[src/assert_macros.svh]
// Assertion macros used by the top level of the palette expander.
`ifndef ASSERT_MACROS_SVH
`define ASSERT_MACROS_SVH

`ifndef SYNTH

// Clocked property, disabled while the active-low reset is asserted.
`define ASSERT_CLK_RST(lbl, clk, rst_n, prop, msg) \
    lbl: assert property (@(posedge clk) disable iff (!(rst_n)) (prop)) else $error(msg);

// Clocked property checked during reset as well.
`define ASSERT_CLK(lbl, clk, prop, msg) \
    lbl: assert property (@(posedge clk) (prop)) else $error(msg);

`else

`define ASSERT_CLK_RST(lbl, clk, rst_n, prop, msg)
`define ASSERT_CLK(lbl, clk, prop, msg)

`endif

`endif

[src/ippe_pkg.sv]
// Shared types and constants of the indexed pixel palette expander.
package ippe_pkg;

    localparam int PALETTE_SIZE = 16;
    localparam int NUM_LANES    = 4;
    localparam int COLOR_W      = 8;
    localparam int INDEX_W      = 4;
    localparam int WORD_W       = 32;

    // depth_mode codes; the high bit set means direct pass-through
    localparam logic [1:0] MODE_TWO_BIT  = 2'd0;
    localparam logic [1:0] MODE_FOUR_BIT = 2'd1;
    localparam logic [1:0] MODE_DIRECT   = 2'd2;

    // register indexes
    localparam logic [2:0] REG_DEPTH_MODE = 3'd0;
    localparam logic [2:0] REG_PAL_0_3    = 3'd1;
    localparam logic [2:0] REG_PAL_4_7    = 3'd2;
    localparam logic [2:0] REG_PAL_8_11   = 3'd3;
    localparam logic [2:0] REG_PAL_12_15  = 3'd4;

    localparam logic [1:0]  DEPTH_MODE_RST = MODE_FOUR_BIT;
    localparam logic [31:0] PAL_0_3_RST    = 32'h100C0804;
    localparam logic [31:0] PAL_4_7_RST    = 32'h01001C14;
    localparam logic [31:0] PAL_8_11_RST   = 32'h40200302;
    localparam logic [31:0] PAL_12_15_RST  = 32'hE0A08060;

    typedef logic [PALETTE_SIZE-1:0][COLOR_W-1:0] palette_t;

    typedef struct packed {
        logic [1:0] depth_mode;
        palette_t   palette;
    } cfg_t;

endpackage

[src/indexed_pixel_palette_expand.sv]
// Top level of the indexed pixel palette expander.
//
//  channel  | dir | word contents
//  ---------+-----+--------------------------------------------------
//  s_axis   | in  | tdata[31:0] memory_word
//  m_axis   | out | tdata[31:0] pixel_group, tlast last_of_word
//  apb      | in  | regs 0..4 at byte addr 0,4,8,12,16
//
// A word is held while four lookup lanes build one result word per cycle unless the
// output stalls: four results per input word in two-bit mode, two in four-bit mode,
// one in direct mode. Input passes through the hold register and the output register;
// the next word is taken in the cycle the current one emits its last result.
// Reset is synchronous; output backpressure stalls the hold stage, and with it s_tready.
module indexed_pixel_palette_expand (
    input  logic        aclk,
    input  logic        aresetn,
    input  logic        s_tvalid,
    output logic        s_tready,
    input  logic [31:0] s_tdata,   // [31:0] memory_word
    output logic        m_tvalid,
    input  logic        m_tready,
    output logic [31:0] m_tdata,   // [31:0] pixel_group
    output logic        m_tlast,   // last_of_word
    input  logic        psel,
    input  logic        penable,
    input  logic        pwrite,
    input  logic [4:0]  paddr,
    input  logic [31:0] pwdata,
    output logic [31:0] prdata,
    output logic        pready
);

`include "assert_macros.svh"

    ippe_pkg::cfg_t cfg;

    ippe_regs u_regs (
        .aclk    (aclk),
        .aresetn (aresetn),
        .psel    (psel),
        .penable (penable),
        .pwrite  (pwrite),
        .paddr   (paddr),
        .pwdata  (pwdata),
        .prdata  (prdata),
        .pready  (pready),
        .cfg     (cfg)
    );

    logic [31:0] hold_word_reg;
    logic [1:0]  cnt_reg;
    logic        hold_valid_reg;
    logic        out_valid_reg;
    logic [31:0] out_data_reg;
    logic        out_last_reg;

    logic        direct;
    logic        two_bit;
    logic        advance;
    logic        s_accept;
    logic [31:0] merged;

    assign direct   = cfg.depth_mode[1];
    assign two_bit  = (cfg.depth_mode == ippe_pkg::MODE_TWO_BIT);
    assign advance  = hold_valid_reg && (!out_valid_reg || m_tready);
    assign s_tready = !hold_valid_reg || (advance && (cnt_reg == 2'd0));
    assign s_accept = s_tvalid && s_tready;

    genvar p;
    generate
        for (p = 0; p < ippe_pkg::NUM_LANES; p++) begin : g_lane
            logic [ippe_pkg::INDEX_W-1:0] field;
            assign field = two_bit ? {2'b00, hold_word_reg[2*p +: 2]}
                                   : hold_word_reg[ippe_pkg::INDEX_W*p +: ippe_pkg::INDEX_W];
            ippe_lane u_lane (
                .two_bit (two_bit),
                .field   (field),
                .palette (cfg.palette),
                .color   (merged[ippe_pkg::COLOR_W*p +: ippe_pkg::COLOR_W])
            );
        end
    endgenerate

    // hold stage: the word shifts down by one group's worth of indices per result
    always_ff @(posedge aclk) begin
        if (!aresetn) begin
            hold_valid_reg <= 1'b0;
            cnt_reg        <= 2'd0;
        end else if (s_accept) begin
            hold_valid_reg <= 1'b1;
            hold_word_reg  <= s_tdata;
            if (direct) begin
                cnt_reg <= 2'd0;
            end else if (two_bit) begin
                cnt_reg <= 2'd3;
            end else begin
                cnt_reg <= 2'd1;
            end
        end else if (advance) begin
            if (cnt_reg == 2'd0) begin
                hold_valid_reg <= 1'b0;
            end else begin
                cnt_reg       <= cnt_reg - 2'd1;
                hold_word_reg <= two_bit ? {8'd0, hold_word_reg[31:8]}
                                         : {16'd0, hold_word_reg[31:16]};
            end
        end
    end

    // merge stage: lane colors or the raw word into the output register
    always_ff @(posedge aclk) begin
        if (!aresetn) begin
            out_valid_reg <= 1'b0;
        end else if (advance) begin
            out_valid_reg <= 1'b1;
            out_data_reg  <= direct ? hold_word_reg : merged;
            out_last_reg  <= (cnt_reg == 2'd0);
        end else if (m_tready) begin
            out_valid_reg <= 1'b0;
        end
    end

    assign m_tvalid = out_valid_reg;
    assign m_tdata  = out_data_reg;
    assign m_tlast  = out_last_reg;

    `ASSERT_CLK_RST(a_accept_loads, aclk, aresetn, s_accept |=> hold_valid_reg,
        "accepted word not held")
    `ASSERT_CLK_RST(a_more_groups, aclk, aresetn,
        (advance && !s_accept && (cnt_reg != 2'd0)) |=> hold_valid_reg,
        "word dropped before its last group")
    `ASSERT_CLK_RST(a_direct_single, aclk, aresetn,
        (hold_valid_reg && direct) |-> (cnt_reg == 2'd0),
        "direct mode word with several groups")
    `ASSERT_CLK_RST(a_four_bit_two, aclk, aresetn,
        (hold_valid_reg && (cfg.depth_mode == ippe_pkg::MODE_FOUR_BIT)) |-> (cnt_reg <= 2'd1),
        "four-bit word with too many groups")
    `ASSERT_CLK(a_reset_idle, aclk, !aresetn |=> (!m_tvalid && s_tready),
        "not idle after reset")

endmodule

[src/ippe_regs.sv]
// APB register file: depth mode and the sixteen-entry palette.
module ippe_regs (
    input  logic               aclk,
    input  logic               aresetn,
    input  logic               psel,
    input  logic               penable,
    input  logic               pwrite,
    input  logic [4:0]         paddr,
    input  logic [31:0]        pwdata,
    output logic [31:0]        prdata,
    output logic               pready,
    output ippe_pkg::cfg_t     cfg
);

    logic [1:0]  mode_reg;
    logic [31:0] pal0_reg, pal1_reg, pal2_reg, pal3_reg;
    logic [2:0]  reg_idx;
    logic        wr_en;

    assign pready  = 1'b1;
    assign reg_idx = paddr[4:2];
    assign wr_en   = psel && penable && pwrite && pready;

    always_ff @(posedge aclk) begin
        if (!aresetn) begin
            mode_reg <= ippe_pkg::DEPTH_MODE_RST;
            pal0_reg <= ippe_pkg::PAL_0_3_RST;
            pal1_reg <= ippe_pkg::PAL_4_7_RST;
            pal2_reg <= ippe_pkg::PAL_8_11_RST;
            pal3_reg <= ippe_pkg::PAL_12_15_RST;
        end else if (wr_en) begin
            case (reg_idx)
                ippe_pkg::REG_DEPTH_MODE: mode_reg <= pwdata[1:0];
                ippe_pkg::REG_PAL_0_3:    pal0_reg <= pwdata;
                ippe_pkg::REG_PAL_4_7:    pal1_reg <= pwdata;
                ippe_pkg::REG_PAL_8_11:   pal2_reg <= pwdata;
                ippe_pkg::REG_PAL_12_15:  pal3_reg <= pwdata;
                default: ;
            endcase
        end
    end

    always_comb begin
        case (reg_idx)
            ippe_pkg::REG_DEPTH_MODE: prdata = {30'd0, mode_reg};
            ippe_pkg::REG_PAL_0_3:    prdata = pal0_reg;
            ippe_pkg::REG_PAL_4_7:    prdata = pal1_reg;
            ippe_pkg::REG_PAL_8_11:   prdata = pal2_reg;
            ippe_pkg::REG_PAL_12_15:  prdata = pal3_reg;
            default:                  prdata = 32'd0;
        endcase
    end

    assign cfg.depth_mode = mode_reg;
    assign cfg.palette    = ippe_pkg::palette_t'({pal3_reg, pal2_reg, pal1_reg, pal0_reg});

endmodule

[src/ippe_lane.sv]
// One pixel lane: looks the lane's index field up in the palette.
module ippe_lane (
    input  logic                            two_bit,
    input  logic [ippe_pkg::INDEX_W-1:0]    field,
    input  ippe_pkg::palette_t              palette,
    output logic [ippe_pkg::COLOR_W-1:0]    color
);

    logic [ippe_pkg::INDEX_W-1:0] idx;

    // two-bit indices only reach entries 0 to 3
    assign idx   = two_bit ? {2'b00, field[1:0]} : field;
    assign color = palette[idx];

endmodule
[config.mk]
export PLATFORM = sky130hd
export DESIGN_NAME = indexed_pixel_palette_expand
export DESIGN_NICKNAME = d
export VERILOG_FILES = /design/src/ippe_pkg.sv /design/src/indexed_pixel_palette_expand.sv /design/src/ippe_regs.sv /design/src/ippe_lane.sv
export VERILOG_INCLUDE_DIRS = /design/src /design/src/src
export SDC_FILE = /design/constraint.sdc
export NUM_CORES = 1
export LEC_CHECK = 0
export BUFFER_PORTS_ARGS = -buffer_cell sky130_fd_sc_hd__buf_2
export CAP_MARGIN = 20
export CELL_PAD_IN_SITES_DETAIL_PLACEMENT = 0
export CELL_PAD_IN_SITES_GLOBAL_PLACEMENT = 1
export CORE_ASPECT_RATIO = 0.6
export CORE_MARGIN = 2
export CORE_UTILIZATION = 39
export CTS_CLUSTER_DIAMETER = 30
export CTS_CLUSTER_SIZE = 8
export DETAILED_ROUTE_END_ITERATION = 10
export HOLD_SLACK_MARGIN = 0.12
export MAX_ROUTING_LAYER = met4
export PLACE_DENSITY_LB_ADDON = 0.1
export SLEW_MARGIN = 25
export SYNTH_ARGS = -nofsm -noshare
export SYNTH_HDL_FRONTEND = slang
export SYNTH_SLANG_ARGS = --single-unit
[constraint.sdc]
create_clock -name aclk -period 4.5 [get_ports aclk]
set_input_delay 0.9 -clock aclk [delete_from_list [all_inputs] [get_ports aclk]]
set_output_delay 0.9 -clock aclk [all_outputs]
set_load 0.03 [all_outputs]
==> summary.md <==
| Metric | Value |
|---|---|
| Status | `finished, final reports clean` |
| Delay-heaviest family, CP | `simple AND/OR/NAND/NOR gates` |
| Initial antenna violation count | `3` |
| GRT met1 Usage | `0.574` |
| Number of flops mapped to enable cells by yosys | `65` |
| DRC | `0` |
| Largest net degree at the start of global routing | `86` |
| Max-slew violation count | `0` |
| Fraction of synthesis flops using an asynchronous set or reset pin | `0` |
| Commonest cells after routing, fill and taps aside | `nand2_1, buf_2, dfxtp_1` |
| H-tree Lvls | `4` |
| YS warnings | `0` |
| Seq/Total Area, Yosys | `0.342` |
| Max VDD drop | `0.273 mV` |
| ANT nets after route | `0` |
| Max-Cap Viols | `0` |
| Startpoint types | `register` |
| Num CTS Buffers | `17` |
| Fraction of layout cells with a size suffix above 1 | `0.221` |
| DIE AREA | `36,300 µm²` |
| GRT Max-Usage Layer | `met1` |
| Worst-margin pin slew | `1040 ps` |
| Die width | `245 µm` |
| Post-layout util | `0.450` |
| Max frequency | `0.277 GHz` |
| WP buf/inv | `1` |
| Final Cycle Share | `0.803` |
| Initial DRC count | `2,336` |
| Worst Hold Class | `reg -> reg` |
| CP Data Arrival Time | `3790 ps` |
| Mean number of vias per cell | `6.66` |
| # hold bufs at CTS | `0` |
| RSZ-0062 raised after global routing | `false` |
| Lkg Pwr | `5.64 nW` |
| Final Wtd Congestion | `1.05` |
| Final hold violation count | `0` |
| Area Overhead vs Synth | `12.8%` |
| Critical-path maximum fanout | `12` |
| Post-Route WL | `69,700 µm` |
| Syn avg cell area | `9.04 µm²` |
| Post-synth net total | `1,578` |
| #FFs+latches synth | `199` |
| Total Routing Usage GR | `0.393` |
| WHS | `520 ps` |
| Critical path endpoint category | `register` |
| Req. time, crit path | `4680 ps` |
| Ports | `144` |
| Avg WL per Cell | `33.8 µm` |
| Distinct cells, synth | `89` |
| Final setup vio count | `0` |
| CTS resizes | `0` |
| Global-route wire length before repair | `97,200 µm` |
| Cell Area, Synth | `13,600 µm²` |
| DP HPWL | `51,000 µm` |
| Clock Root Buffer | `clkbuf_16` |
| M3 GR Usage | `0.135` |
| Routed vias | `13,746` |
| Slew headroom | `0.297` |
| Post-CTS Setup Bufs | `0` |
| Total core area | `34,000 µm²` |
| Synth Instances | `1,501` |
| Total congestion overflow | `0` |
| Synth Flop Type | `dfxtp_1` |
| CP cell instances | `buf_4 -> nor3_1 -> or2_1 -> nor2_1 -> a221oi_1 -> nor4_2` |
| Crit Path Category | `reg -> reg` |
| M2 GR Usage | `0.515` |
| Pwr dens | `294 nW/µm²` |
| Router iterations before antenna repair | `9` |
| PortBufs | `140` |
| Row count | `52` |
| Clock buffer depth | `2` |
| Worst-path clk slew | `90 ps` |
| Clock sinks | `199` |
| Most common cell after layout, fill and taps aside | `nand2_1` |
| Fin Setup TNS | `0 ps` |
| Worst path slowest cell | `dfxtp_1` |
| Worst skew pair latency | `470 ps` |
| Initial core utilization | `0.399` |
| Period minus WS final | `3610 ps` |
| CTS tree | `yes` |
| Vias in the first global route | `12,311` |
| Slowest cell delay on critical path | `900 ps` |
| Fin nets | `1,666` |
| Die height | `148 µm` |
| Max Clock Skew | `16.7 ps` |
## cell usage after synthesis (24+ instances only)
cell	n	area [µm²]
nand3_1	33	165
dfxtp_1	134	2680
clkbuf_1	82	308
edfxtp_1	65	1950
o22ai_1	24	150
o21ai_0	47	235
mux2i_1	70	701
nand2_1	361	1360
mux4_2	58	1310
and3_1	31	194
a211oi_1	26	195
buf_2	35	175
a21boi_0	106	796
nor2_1	25	93.8
a22oi_1	33	248
a21oi_1	27	135
## final cells by class
type / count / area [µm²]
flip-flops and latches: 199 / 4640
multi-input cells: 1140 / 8170
well taps: 459 / 574
clock buffers: 19 / 433
fillers: 3360 / 18700
inverters: 20 / 75.1
diodes: 2 / 5.00
repair buffers: 211 / 1250
clock inverters: 13 / 156
## report_power, final
| part | internal, mW | total (mW) | switching [mW] |
|---|---|---|---|
| clock | 0.752 | 1.59 | 0.843 |
| combinational | 0.316 | 0.894 | 0.578 |
| sequential | 1.92 | 2.01 | 0.0909 |
| total | 2.99 | 4.50 | 1.51 |
## per-stage QoR
stage / total power [mW] / setup WS, ps / instance area, µm² / std cells
floorplan: 2.52 / 1220 / 13600 / 1501
global placement: 2.90 / 1090 / 14700 / 2029
detailed placement: 2.90 / 1070 / 14700 / 2029
CTS: 4.49 / 1050 / 15300 / 2061
global route: 4.61 / 840 / 15300 / 2062
finish: 4.50 / 888 / 15300 / 2063
## cell families after synthesis
family                   count (synthesis)  synth area share
AO/OA/AOI/OAI                          418             0.231
XOR/XNOR                                 1          0.000646
adder cells (fa/ha/maj)                  1          0.000922
buffers and inverters                  162            0.0580
flip-flops                             199             0.342
multiplexers                           150             0.170
other                                    1          0.000277
AND/OR/NAND/NOR                        569             0.198
## layer usage
| metal | share of wire | routed length (µm) | up-vias |
|---|---|---|---|
| met1 | 0.45 | 31400 | 6781 |
| li1 | - | - | 5841 |
| met3 | 0.13 | 9370 | 113 |
| met2 | 0.40 | 27600 | 1011 |
| met4 | 0.020 | 1390 | 0 |
| met5 | 0 | 0 | - |
## worst register-to-register path: cells and delay by family (launching register included)
kind,cells,cell delay [ps]
AOI/OAI and AO/OA,1,230
buffers and inverters,1,340
DFF,1,900
and+or+nand+nor,4,1870
## worst paths after layout
kind | slack [ps] | cells past startpoint | end | from
worst max-delay path | 890 | 6 | m_tdata[22] | u_regs.mode_reg[1]
worst min-delay path | 520 | 1 | m_tvalid | hold_valid_reg
worst max register to register | 890 | 6 | m_tdata[22] | u_regs.mode_reg[1]
worst min register to register | 520 | 1 | m_tvalid | hold_valid_reg
Note: power is estimated with default switching activity, not from simulation.
